$ cat src/rtl/planar_texture_coordinate_map_unit_macros.svh
// Assertion macros shared by the block's modules.
`ifndef PLANAR_TEXTURE_COORDINATE_MAP_UNIT_MACROS_SVH
`define PLANAR_TEXTURE_COORDINATE_MAP_UNIT_MACROS_SVH
`ifndef SYNTHESIS
`define PTCM_ASSERT_IMP(label, clk, rst_n, ante, cons) \
	label: assert property (@(posedge clk) disable iff (!rst_n) (ante) |-> (cons)) \
		else $error("assertion failed");
`define PTCM_ASSERT_NXT(label, clk, rst_n, ante, cons) \
	label: assert property (@(posedge clk) disable iff (!rst_n) (ante) |=> (cons)) \
		else $error("assertion failed");
`else
`define PTCM_ASSERT_IMP(label, clk, rst_n, ante, cons)
`define PTCM_ASSERT_NXT(label, clk, rst_n, ante, cons)
`endif
`endif

$ cat src/rtl/ptcm_pkg.sv
`timescale 1ns / 1ps
// ----------------------------------------------------------------------------
// ptcm_pkg
// Types and codes shared by the planar texture coordinate mapping block.
// ----------------------------------------------------------------------------
package ptcm_pkg;
	localparam logic [1:0] ACT_RESTART = 2'd0;
	localparam logic [1:0] ACT_MEASURE = 2'd1;
	localparam logic [1:0] ACT_MAP     = 2'd2;
	localparam logic [1:0] MODE_PLANAR  = 2'd1;
	localparam logic [1:0] MODE_STRETCH = 2'd2;
	localparam logic [1:0] AXIS_PLAN  = 2'd0;
	localparam logic [1:0] AXIS_FRONT = 2'd1;
	localparam logic [1:0] AXIS_SIDE  = 2'd2;
	localparam logic [2:0] REG_MAP_MODE = 3'd0;
	localparam logic [2:0] REG_AXIS     = 3'd1;
	localparam logic [2:0] REG_SCALE_U  = 3'd2;
	localparam logic [2:0] REG_SCALE_V  = 3'd3;
	localparam logic [2:0] REG_FLIP_V   = 3'd4;
	localparam logic [2:0] REG_MIRROR_U = 3'd5;
	localparam logic [2:0] REG_ROTATE   = 3'd6;

	typedef struct packed {
		logic        stretch;
		logic        rotate;
		logic        mirror;
		logic        flip;
		logic [3:0]  corner;
		logic [15:0] vid;
		logic [23:0] scale_u;
		logic [23:0] scale_v;
		logic [32:0] d_u;
		logic [32:0] r_u;
		logic [32:0] d_v;
		logic [32:0] r_v;
	} job_t;
endpackage

$ cat src/rtl/ptcm_front.sv
`timescale 1ns / 1ps
// ----------------------------------------------------------------------------
// ptcm_front
// Accepts requests, projects vertices, keeps the bounds and issues map jobs.
// ----------------------------------------------------------------------------
module ptcm_front (
	input  logic                 clk,
	input  logic                 arst_n,
	input  logic                 in_valid,
	output logic                 in_ready,
	input  logic [1:0]           action,
	input  logic signed [31:0]   pos_x,
	input  logic signed [31:0]   pos_y,
	input  logic signed [31:0]   pos_z,
	input  logic [3:0]           corner_index,
	input  logic [15:0]          vertex_id,
	input  logic [1:0]           map_mode,
	input  logic [1:0]           projection_axis,
	input  logic [23:0]          scale_u,
	input  logic [23:0]          scale_v,
	input  logic                 flip_v,
	input  logic                 mirror_u,
	input  logic                 rotate_uv,
	input  logic                 job_full,
	output logic                 job_push,
	output ptcm_pkg::job_t       job
);
	logic signed [31:0] low_u_q, high_u_q, low_v_q, high_v_q;
	logic signed [31:0] pu, pv, nsrc, nv;
	logic acc, is_map;

	function automatic logic signed [31:0] neg_sat(input logic signed [31:0] a);
		neg_sat = (a == 32'sh8000_0000) ? 32'sh7fff_ffff : -a;
	endfunction

	always_comb begin
		pu = (projection_axis == ptcm_pkg::AXIS_SIDE) ? pos_z : pos_x;
		nsrc = (projection_axis == ptcm_pkg::AXIS_FRONT) ? pos_z : pos_y;
		nv = neg_sat(nsrc);
		pv = nv;
	end

	assign is_map = (action == ptcm_pkg::ACT_MAP) &&
		(map_mode == ptcm_pkg::MODE_PLANAR || map_mode == ptcm_pkg::MODE_STRETCH);
	assign in_ready = !job_full;
	assign acc = in_valid && in_ready;
	assign job_push = acc && is_map;

	always_comb begin
		job.stretch = (map_mode == ptcm_pkg::MODE_STRETCH);
		job.rotate = rotate_uv;
		job.mirror = mirror_u;
		job.flip = flip_v;
		job.corner = corner_index;
		job.vid = vertex_id;
		job.scale_u = scale_u;
		job.scale_v = scale_v;
		job.d_u = {pu[31], pu} - {low_u_q[31], low_u_q};
		job.r_u = {high_u_q[31], high_u_q} - {low_u_q[31], low_u_q};
		job.d_v = {pv[31], pv} - {low_v_q[31], low_v_q};
		job.r_v = {high_v_q[31], high_v_q} - {low_v_q[31], low_v_q};
	end

	always_ff @(posedge clk or negedge arst_n) begin
		if (!arst_n) begin
			low_u_q <= 32'sh7fff_ffff;
			high_u_q <= 32'sh8000_0000;
			low_v_q <= 32'sh7fff_ffff;
			high_v_q <= 32'sh8000_0000;
		end else if (acc) begin
			if (action == ptcm_pkg::ACT_RESTART) begin
				low_u_q <= 32'sh7fff_ffff;
				high_u_q <= 32'sh8000_0000;
				low_v_q <= 32'sh7fff_ffff;
				high_v_q <= 32'sh8000_0000;
			end else if (action == ptcm_pkg::ACT_MEASURE) begin
				if (pu < low_u_q) low_u_q <= pu;
				if (pu > high_u_q) high_u_q <= pu;
				if (pv < low_v_q) low_v_q <= pv;
				if (pv > high_v_q) high_v_q <= pv;
			end
		end
	end
endmodule

$ cat src/rtl/ptcm_queue.sv
`timescale 1ns / 1ps
// ----------------------------------------------------------------------------
// ptcm_queue
// Two-entry job queue between the front and the back.
// ----------------------------------------------------------------------------
module ptcm_queue (
	input  logic           clk,
	input  logic           arst_n,
	input  logic           push,
	input  ptcm_pkg::job_t din,
	output logic           full,
	input  logic           pop,
	output logic           not_empty,
	output ptcm_pkg::job_t dout
);
	`include "planar_texture_coordinate_map_unit_macros.svh"
	ptcm_pkg::job_t mem_q [2];
	logic wp_q, rp_q;
	logic [1:0] cnt_q;

	assign full = cnt_q[1];
	assign not_empty = (cnt_q != 2'd0);
	assign dout = mem_q[rp_q];

	always_ff @(posedge clk) begin
		if (push) mem_q[wp_q] <= din;
	end

	always_ff @(posedge clk or negedge arst_n) begin
		if (!arst_n) begin
			wp_q <= 1'b0;
			rp_q <= 1'b0;
			cnt_q <= 2'd0;
		end else begin
			if (push) wp_q <= !wp_q;
			if (pop) rp_q <= !rp_q;
			cnt_q <= cnt_q + {1'b0, push} - {1'b0, pop};
		end
	end

	`PTCM_ASSERT_IMP(a_no_overflow, clk, arst_n, push, !full)
	`PTCM_ASSERT_IMP(a_no_underflow, clk, arst_n, pop, not_empty)
	`PTCM_ASSERT_IMP(a_count_ptr, clk, arst_n, cnt_q == 2'd1, wp_q != rp_q)
endmodule

$ cat src/rtl/ptcm_back.sv
`timescale 1ns / 1ps
// ----------------------------------------------------------------------------
// ptcm_back
// Works out texture coordinates with one shared restoring divider.
// ----------------------------------------------------------------------------
module ptcm_back #(
	parameter int SCALE_FRAC_BITS = 16
) (
	input  logic           clk,
	input  logic           arst_n,
	input  logic           job_valid,
	input  ptcm_pkg::job_t job,
	output logic           job_pop,
	output logic           out_valid,
	input  logic           out_ready,
	output logic [15:0]    result_vertex,
	output logic [23:0]    tex_u,
	output logic [23:0]    tex_v
);
	`include "planar_texture_coordinate_map_unit_macros.svh"
	localparam logic [23:0] ONE = 24'(1 << SCALE_FRAC_BITS);
	localparam logic [23:0] THR = 24'(((1 << SCALE_FRAC_BITS) + 999) / 1000);

	typedef enum logic [3:0] {
		S_IDLE = 4'b0001, S_MUL = 4'b0010, S_DIV = 4'b0100, S_OUT = 4'b1000
	} state_t;

	state_t state_q;
	ptcm_pkg::job_t job_q;
	logic sel_q;
	logic [5:0] cnt_q;
	logic [56:0] num_q;
	logic [32:0] den_q;
	logic [33:0] rem_q;
	logic neg_q;
	logic signed [58:0] qu_q, qv_q;
	logic [15:0] vid_q;
	logic [23:0] tu_q, tv_q;
	logic ov_q;

	logic [32:0] dsel, rsel, dmag;
	logic [23:0] ssel;
	logic [56:0] prod;
	logic [33:0] trial;
	logic signed [58:0] iu, iv;
	logic [23:0] su, sv, pu_t, pv_t;
	logic a, b;

	function automatic logic [23:0] clamp24(input logic signed [58:0] x);
		if (x < 0) clamp24 = 24'd0;
		else if (x > 59'sd16777215) clamp24 = 24'hffffff;
		else clamp24 = x[23:0];
	endfunction

	always_comb begin
		dsel = sel_q ? job_q.d_v : job_q.d_u;
		rsel = sel_q ? job_q.r_v : job_q.r_u;
		ssel = sel_q ? job_q.scale_v : job_q.scale_u;
		dmag = dsel[32] ? -dsel : dsel;
		prod = {33'd0, ssel} * {24'd0, dmag};
		trial = {rem_q[32:0], num_q[56]} - {1'b0, den_q};
		iu = $signed({35'd0, job_q.scale_u}) - qu_q;
		iv = $signed({35'd0, job_q.scale_v}) - qv_q;
		su = (job_q.scale_u < THR) ? ONE : job_q.scale_u;
		sv = (job_q.scale_v < THR) ? ONE : job_q.scale_v;
		a = (job_q.corner > 4'd0) && (job_q.corner < 4'd3);
		b = (job_q.corner > 4'd1);
		if (!job_q.rotate) begin
			pu_t = ((job_q.mirror ? !a : a)) ? su : 24'd0;
			pv_t = ((job_q.flip ? !b : b)) ? sv : 24'd0;
		end else begin
			pv_t = ((job_q.mirror ? a : !a)) ? sv : 24'd0;
			pu_t = ((job_q.flip ? !b : b)) ? su : 24'd0;
		end
	end

	assign job_pop = (state_q == S_IDLE) && job_valid;
	assign out_valid = ov_q;
	assign result_vertex = vid_q;
	assign tex_u = tu_q;
	assign tex_v = tv_q;

	always_ff @(posedge clk or negedge arst_n) begin
		if (!arst_n) begin
			state_q <= S_IDLE;
			ov_q <= 1'b0;
			sel_q <= 1'b0;
			cnt_q <= 6'd0;
		end else begin
			if (state_q == S_OUT && (!ov_q || out_ready)) ov_q <= 1'b1;
			else if (ov_q && out_ready) ov_q <= 1'b0;
			unique case (state_q)
				S_IDLE: begin
					if (job_valid) begin
						job_q <= job;
						sel_q <= 1'b0;
						state_q <= job.stretch ? S_OUT : S_MUL;
					end
				end
				S_MUL: begin
					num_q <= prod;
					den_q <= rsel;
					neg_q <= dsel[32];
					rem_q <= 34'd0;
					cnt_q <= 6'd0;
					if (rsel[32] || rsel == 33'd0) begin
						if (sel_q) qv_q <= 59'sd0; else qu_q <= 59'sd0;
						if (sel_q) state_q <= S_OUT; else sel_q <= 1'b1;
					end else state_q <= S_DIV;
				end
				S_DIV: begin
					if (!trial[33]) begin
						rem_q <= trial;
						num_q <= {num_q[55:0], 1'b1};
					end else begin
						rem_q <= {rem_q[32:0], num_q[56]};
						num_q <= {num_q[55:0], 1'b0};
					end
					cnt_q <= cnt_q + 6'd1;
					if (cnt_q == 6'd56) begin
						if (sel_q) begin
							qv_q <= $signed(neg_q ? -{2'b00, num_q[55:0], !trial[33]}
								: {2'b00, num_q[55:0], !trial[33]});
							state_q <= S_OUT;
						end else begin
							qu_q <= $signed(neg_q ? -{2'b00, num_q[55:0], !trial[33]}
								: {2'b00, num_q[55:0], !trial[33]});
							sel_q <= 1'b1;
							state_q <= S_MUL;
						end
					end
				end
				S_OUT: begin
					if (!ov_q || out_ready) begin
						vid_q <= job_q.vid;
						if (job_q.stretch) begin
							tu_q <= pu_t;
							tv_q <= pv_t;
						end else if (!job_q.rotate) begin
							tu_q <= clamp24(job_q.mirror ? iu : qu_q);
							tv_q <= clamp24(job_q.flip ? iv : qv_q);
						end else begin
							tv_q <= clamp24(job_q.mirror ? qu_q : iu);
							tu_q <= clamp24(job_q.flip ? iv : qv_q);
						end
						state_q <= S_IDLE;
					end
				end
				default: state_q <= S_IDLE;
			endcase
		end
	end

	`PTCM_ASSERT_NXT(a_out_hold, clk, arst_n, ov_q && !out_ready, ov_q && $stable(tu_q))
	`PTCM_ASSERT_IMP(a_pop_idle, clk, arst_n, job_pop, state_q == S_IDLE)
	`PTCM_ASSERT_IMP(a_div_den, clk, arst_n, state_q == S_DIV, den_q != 33'd0)
endmodule

$ cat src/rtl/planar_texture_coordinate_map_unit.sv
`timescale 1ns / 1ps
// ----------------------------------------------------------------------------
// planar_texture_coordinate_map_unit
// Planar and stretch texture coordinate mapping for streamed vertices.
// ----------------------------------------------------------------------------
// Restart and measure requests are handled in the front part alone. A map
// request in planar mode is worked out in the back part, where the two
// coordinates share one restoring divider that retires one quotient bit of a
// 57-bit numerator per cycle. Stretch map requests skip the divider. A two-entry
// queue lets the front keep measuring while the back divides.
module planar_texture_coordinate_map_unit #(
	parameter int SCALE_FRAC_BITS = 16
) (
	input  logic               clk,
	input  logic               arst_n,
	input  logic               cfg_we,
	input  logic [2:0]         cfg_index,
	input  logic [23:0]        cfg_data,
	input  logic               in_valid,
	output logic               in_ready,
	input  logic [1:0]         action,
	input  logic signed [31:0] pos_x,
	input  logic signed [31:0] pos_y,
	input  logic signed [31:0] pos_z,
	input  logic [3:0]         corner_index,
	input  logic [15:0]        vertex_id,
	output logic               out_valid,
	input  logic               out_ready,
	output logic [15:0]        result_vertex,
	output logic [23:0]        tex_u,
	output logic [23:0]        tex_v
);
	logic [1:0] map_mode_q, axis_q;
	logic [23:0] scale_u_q, scale_v_q;
	logic flip_q, mirror_q, rotate_q;
	logic push, full, pop, nempty;
	ptcm_pkg::job_t jin, jout;

	always_ff @(posedge clk or negedge arst_n) begin
		if (!arst_n) begin
			map_mode_q <= ptcm_pkg::MODE_PLANAR;
			axis_q <= ptcm_pkg::AXIS_PLAN;
			scale_u_q <= 24'(1 << SCALE_FRAC_BITS);
			scale_v_q <= 24'(1 << SCALE_FRAC_BITS);
			flip_q <= 1'b0;
			mirror_q <= 1'b0;
			rotate_q <= 1'b0;
		end else if (cfg_we) begin
			unique case (cfg_index)
				ptcm_pkg::REG_MAP_MODE: map_mode_q <= cfg_data[1:0];
				ptcm_pkg::REG_AXIS:     axis_q <= cfg_data[1:0];
				ptcm_pkg::REG_SCALE_U:  scale_u_q <= cfg_data;
				ptcm_pkg::REG_SCALE_V:  scale_v_q <= cfg_data;
				ptcm_pkg::REG_FLIP_V:   flip_q <= cfg_data[0];
				ptcm_pkg::REG_MIRROR_U: mirror_q <= cfg_data[0];
				ptcm_pkg::REG_ROTATE:   rotate_q <= cfg_data[0];
				default: ;
			endcase
		end
	end

	ptcm_front u_front (
		.clk(clk), .arst_n(arst_n), .in_valid(in_valid), .in_ready(in_ready),
		.action(action), .pos_x(pos_x), .pos_y(pos_y), .pos_z(pos_z),
		.corner_index(corner_index), .vertex_id(vertex_id),
		.map_mode(map_mode_q), .projection_axis(axis_q),
		.scale_u(scale_u_q), .scale_v(scale_v_q), .flip_v(flip_q),
		.mirror_u(mirror_q), .rotate_uv(rotate_q),
		.job_full(full), .job_push(push), .job(jin)
	);

	ptcm_queue u_queue (
		.clk(clk), .arst_n(arst_n), .push(push), .din(jin), .full(full),
		.pop(pop), .not_empty(nempty), .dout(jout)
	);

	ptcm_back #(.SCALE_FRAC_BITS(SCALE_FRAC_BITS)) u_back (
		.clk(clk), .arst_n(arst_n), .job_valid(nempty), .job(jout), .job_pop(pop),
		.out_valid(out_valid), .out_ready(out_ready), .result_vertex(result_vertex),
		.tex_u(tex_u), .tex_v(tex_v)
	);
endmodule

$ cat config.mk
export PLATFORM = sky130hd
export DESIGN_NAME = planar_texture_coordinate_map_unit
export DESIGN_NICKNAME = d
export VERILOG_FILES = /design/src/rtl/ptcm_pkg.sv /design/src/rtl/ptcm_front.sv /design/src/rtl/ptcm_queue.sv /design/src/rtl/ptcm_back.sv /design/src/rtl/planar_texture_coordinate_map_unit.sv
export VERILOG_INCLUDE_DIRS = /design/src /design/src/rtl
export SDC_FILE = /design/constraint.sdc
export NUM_CORES = 2
export LEC_CHECK = 0
export BUFFER_PORTS_ARGS = -buffer_cell sky130_fd_sc_hd__buf_2
export CORE_MARGIN = 5
export CORE_UTILIZATION = 39
export CTS_CLUSTER_DIAMETER = 120
export CTS_CLUSTER_SIZE = 14
export DETAILED_ROUTE_END_ITERATION = 8
export PLACE_DENSITY = 0.66
export SYNTH_ARGS = -nofsm -noshare
export SYNTH_HDL_FRONTEND = slang
export SYNTH_SLANG_ARGS = --single-unit
$ cat constraint.sdc
create_clock -name clk -period 12.2 [get_ports clk]
set_clock_uncertainty 0.15 [all_clocks]
set_input_delay 1.83 -clock clk [delete_from_list [all_inputs] [get_ports clk]]
set_output_delay 1.83 -clock clk [all_outputs]
set_load 0.005 [all_outputs]
==> After elaboration in Yosys (flattened, before gate mapping) <==
Memories as Yosys holds them, arrays and structs flattened.
Cells that the tools add are included.
{ "word_totals": {"wordCells": 219, "ramBits": 408, "memories": 1, "register_bits": 709} }
{ "classes": {"muxes": 75, "magnitude_cmp": 15, "mul": 1, "n_eq_ne": 27, "n_reduce_logical": 48, "add_sub_neg": 13} }
{ "mem_list": {"columns": ["memory", "words", "word_bits", "rd", "rd_ports_with_merged_regs", "wr", "line_no", "source"], "rows": [
  ["u_queue.mem_q", 2, 204, 1, 0, 1, "ptcm_queue.sv:17", "ptcm_pkg::job_t mem_q [2];"]
]} }
{ "op_table": {"columns": ["op", "n"], "rows": [
  ["$mux 59", 12],
  ["$mux 32", 15],
  ["$mux 24", 19],
  ["$pmux 59 s2", 2],
  ["$gt 59x25->1 const B", 3],
  ["$lt 59x1->1 const B", 3],
  ["$mux 33", 4],
  ["$sub 32x32->33", 4],
  ["$sub 25x59->59", 2],
  ["$pmux 57 s2", 1],
  ["$pmux 33 s2", 1],
  ["$gt 32x32->1", 2],
  ["$lt 32x32->1", 2],
  ["$neg 57->59", 1],
  ["$mul 24x33->57", 1],
  ["$lt 24x7->1 const B", 2],
  ["$sub 34x33->34", 1],
  ["$logic_not 33->1", 1],
  ["$neg 33->33", 1],
  ["$eq 32x32->1 const B", 1],
  ["$neg 32->32", 1],
  ["$mux 4", 7],
  ["$reduce_and 2->1", 9],
  ["$reduce_and 3->1", 6],
  ["31 further kinds", 78]
]} }

==> Longest topological paths before layout <==
{ "logic_depth": {"depth_word": 8, "ltp_mapped": 47, "mapped_depth_nobuf": 39} }

==> Cells and area by module <==
From an unflattened synthesis, not the netlist that was laid out.
{ "hier_totals": {"hier_cells": 8472, "hier_area_um2": 88471.1} }
{ "modules_own_cells": {"columns": ["mod", "n_inst", "seq_area_each_um2", "area_each_um2", "cells_per_inst"], "rows": [
  ["ptcm_back", 1, 15616.2, 54672.4, 5696],
  ["ptcm_front", 1, 3283.1, 16046.6, 2005],
  ["ptcm_queue", 1, 12351.8, 15532.4, 649],
  ["planar_texture_coordinate_map_unit", 1, 1380.1, 2219.6, 122]
]} }

==> Worst setup path after synthesis <==
Ideal clock, no wire load.
{ "synth_timing": {"path_kind": "input port to flip-flop", "startpoint": "input port action[0]", "endpoint": "memory u_queue.mem_q[0][0] (netlist bit), enable pin", "stages": 3, "path_slack_ns": -0.323, "setup_ns": 0.796, "arrival_time_ns": 11.577, "t_required_ns": 11.254, "path_cell_list": "clkbuf_1 -> nor4b_1 -> nor2b_1"} }
{ "synth_via": {"elab_chain_cells": 5} }
{ "synth_lines": {"columns": ["item", "line_no", "source"], "rows": [
  ["start, declared", "planar_texture_coordinate_map_unit.sv:21", "input logic [1:0] action,"],
  ["$eq 2x2->1", "ptcm_front.sv:43", "assign is_map = (action == ptcm_pkg::ACT_MAP) &&"],
  ["$logic_and 1x1->1", "ptcm_front.sv:43", null],
  ["$logic_and 1x1->1", "ptcm_front.sv:47", "assign job_push = acc && is_map;"],
  ["via push", "planar_texture_coordinate_map_unit.sv:36", "logic push, full, pop, nempty;"],
  ["$mux 1", "ptcm_queue.sv:26", "if (push) mem_q[wp_q] <= din;"],
  ["$mux 1 (implied by the code)", "ptcm_queue.sv:26", null],
  ["end, declared", "ptcm_queue.sv:17", null]
]} }
The timed path passes the listed nets, and every way through them passes these cells.

==> Worst setup path after layout <==
{ "layout_timing": {"startpoint": "register u_back.sel_q", "endpoint": "register u_back.num_q[54] (data pin)"} }
{ "layout_via": {"elab_chain_cells": 5, "word_cells_on_any_way": 6, "cone_classes": "add/sub (1); mul (1); mux (4)"} }
{ "layout_lines": {"columns": ["item", "line_no", "source"], "rows": [
  ["start, declared", "ptcm_back.sv:30", "logic sel_q;"],
  ["start signal, assigned", "ptcm_back.sv:87", "sel_q <= 1'b0;"],
  ["start signal, assigned", "ptcm_back.sv:96", "sel_q <= 1'b0;"],
  ["start signal, assigned", "ptcm_back.sv:108", "if (sel_q) state_q <= S_OUT; else sel_q <= 1'b1;"],
  ["$mux 33", "ptcm_back.sv:56", "dsel = sel_q ? job_q.d_v : job_q.d_u;"],
  ["$neg 33->33", "ptcm_back.sv:59", "dmag = dsel[32] ? -dsel : dsel;"],
  ["$mux 33", "ptcm_back.sv:59", null],
  ["$mul 24x33->57 (*)", "ptcm_back.sv:60", "prod = {33'd0, ssel} * {24'd0, dmag};"],
  ["$pmux 57 s2 (*)", "ptcm_back.sv:92", "unique case (state_q)"],
  ["end signal, assigned", "ptcm_back.sv:101", "num_q <= prod;"],
  ["end signal, assigned", "ptcm_back.sv:114", "num_q <= {num_q[55:0], 1'b1};"],
  ["end signal, assigned", "ptcm_back.sv:117", "num_q <= {num_q[55:0], 1'b0};"],
  ["end, declared", "ptcm_back.sv:32", "logic [56:0] num_q;"]
]} }
Mark *: on every way between the ends. The rest lies on a longest branch, timed or not.
A chain may end at the register's enable or synchronous reset.

==> run summary <==
Maximum number of pins on one net before global-route repair: 133
Netlist area before placement: 86100 um2
Final WL: 276000 um
First-pass GRT wire length: 412000 um
Vias: 64.2k
Max Buffers Root-to-Sink: 3
Area fraction of the dominant cell type after synthesis: 32.0%
Number of buffers inserted by hold repair at cts: 0
Max-Slew Margin vs Limit: 4.08%
Cell row count: 172
Max_cap viols: 0
Highest-count cells in the layout ignoring fill and taps: inv_1, edfxtp_1, nor2_1
Total number of nets in the final design: 9732
Area of all sequential standard cells: 32600 um2
Post-Synthesis Cells: 8330
Class of the tightest hold or removal check: reg -> reg
Final worst slack: 0.546 ns
Number of fill cells in the layout: 20.8k
P&R area growth vs syn: 8.97%
Count of unresolved DRC violations after routing: 0
Post-placement worst setup slack: 0.656 ns
Clock root buffer: clkbuf_16
Result of the run: completed
Arrival time worst endpoint: 12.00 ns
Unrepaired setup endpoints after global routing: no
Worst setup path category: reg -> reg
Setup bufs post-CTS: 0
Average wire per cell in the routed design: 24.0 um
Async set-or-reset flop fraction in the synthesized netlist: 17.8%
Number of distinct library cells after synthesis: 92
RD Place Congestion: 0.999
Share of the clock period used by the worst path after layout: 95.5%
Core utilization of the finished layout: 42.7%
Number of register bits inferred by synthesis: 1117
Clock period minus final worst setup slack: 11.65 ns
Layout cell share with drive strength beyond 1: 11.3%
Footprint of the multi-input gates: 48400 um2
Clk slew on worst S/H paths: 0.07 ns
Initial antenna violation count: 6
Resized cells post-CTS: 0
DRT iter0 DRCs: 5800
Most frequent standard cell in the layout excluding fill and tap cells: inv_1
Final Hold Violating Endpoints: 0
Number of buffer and inverter instances along the worst setup path: 7
Die H: 480 um
Final HPWL DP: 211000 um
Kind of launch point of the worst setup path: register
Pin slew with the least headroom to its limit: 1.43 ns
Number of synthesized flops with an enable pin: 918
Final total negative setup slack: 0 ns
CP max stage delay: 0.58 ns
Setup violation total in the final timing report: 0
Crit path max-delay cell type: fa_1
Biggest area contributors in the synthesized netlist: edfxtp_1, fa_1, ha_1
CTS tree: built
Vias in the first global route: 65.9k
CTS Buf Count: 91
1st-pass router iterations: 8
Most repeated library cell on the critical path: fa_1
Total die area: 230000 um2
Crit-path max FO: 19
Boundary pin count: 216
Synthesized area per cell: 10.3 um2
Width of the die: 480 um
Post-DRT Antenna Nets: 0
Overall routing resource usage: 23.5%
Initial cell density of the core: 39.2%
Number of buffers inserted by port buffering: 215
CP Capture Type: register
Fraction of the yosys area taken by sequential cells: 37.9%
Placeable core region: 220000 um2
Largest area contributor in the synthesized netlist: edfxtp_1
Warnings, synthesis: 0
Crit path max-delay family: adder cells
Slew Limit Fails: 0
Total number of clock tree sinks: 1117
Primary flip-flop cell chosen by synthesis mapping: edfxtp_1
Fmax: 0.0858 GHz
Data required time at the worst endpoint: 12.55 ns
Per-cell via count in the routed design: 5.60
Total congestion overflow: 0
Latest clock arrival within the worst-skew pair: 0.77 ns
Syn_nets: 9633
CTS HTree Levels: 3
-- final timing paths --
kind	startpoint	end	slack [ns]	depth (start not counted)
setup / recovery	u_back.sel_q	u_back.num_q[54]	0.55	39
max in group asynchronous	arst_n	u_front.high_u_q[26]	9.90	2
hold / removal	u_back.job_q[185]	u_back.result_vertex[5]	0.27	0
setup reg to reg	u_back.sel_q	u_back.num_q[54]	0.55	39
hold reg to reg	u_back.job_q[185]	u_back.result_vertex[5]	0.27	0
min in group asynchronous	arst_n	u_back.sel_q	1.00	1
-- logic make-up (layout without fill, tap and decap cells) --
group	after synthesis	in the layout	synth area share, %
AND/OR/NAND/NOR	2395	2395	12.5
other	0	5	0
multiplexers	462	462	5.84
adder cells (fa/ha/maj)	1153	1153	22.7
buffers and inverters	1442	1608	6.32
XOR/XNOR	394	394	4.01
AO/OA/AOI/OAI	1367	1367	10.7
flip-flops	1117	1117	37.9
-- through the flow --
stage | instances | area [um2] | hold WS [ns]
2_1_floorplan | 8330 | 86100 | 0.250
3_3_place_gp | 11300 | 91100 | 0.251
3_5_place_dp | 11300 | 91100 | 0.255
4_1_cts | 11500 | 93800 | 0.267
5_1_grt | 11500 | 93800 | 0.279
6_report | 11500 | 93900 | 0.269
-- final cells by class --
cell class              instances  share of cell area [%]
repair buffers                359                    2.33
flip-flops and latches       1117                    34.8
inverters                    1089                    4.36
clock buffers                 148                    2.70
clock inverters                12                   0.267
well taps                    2958                    3.94
multi-input cells            5771                    51.6
diodes                          5                  0.0133
-- routing by layer --
layer	vias to the layer above	wire length [um]	track usage, %
met4	0	17300	12.3
met5	-	0	0
met3	657	22000	4.84
met2	2818	129000	38.8
met1	32000	108000	29.2
li1	28800	-	-
-- flip-flops by register name (all words and copies together), names as in the netlist, 33 cells and up --
name,cells
u_back.num_q,57
u_back.job_q,204
u_back.qv_q,59
u_back.den_q,33
u_back.qu_q,59
u_back.rem_q,33
u_queue.mem_q,408
-- cell usage after synthesis (all sizes together), types with 57 or more instances --
cell type,instances
inv,1088
clkbuf,318
a21o,135
xor2,171
nand2b,60
nand2,781
nor2b,63
fa,687
nor3,146
nand4,57
dfstp,68
nor2,820
edfxtp,918
o21ai,281
xnor2,223
a31oi,66
dfrtp,131
a21oi,325
mux2,322
o21a,69
mux2i,140
ha,466
nand3,169
or3,58
Power is left out: the tool's default activity adds up to more than one toggle a clock period on the data nets, which glitch-free logic cannot reach.
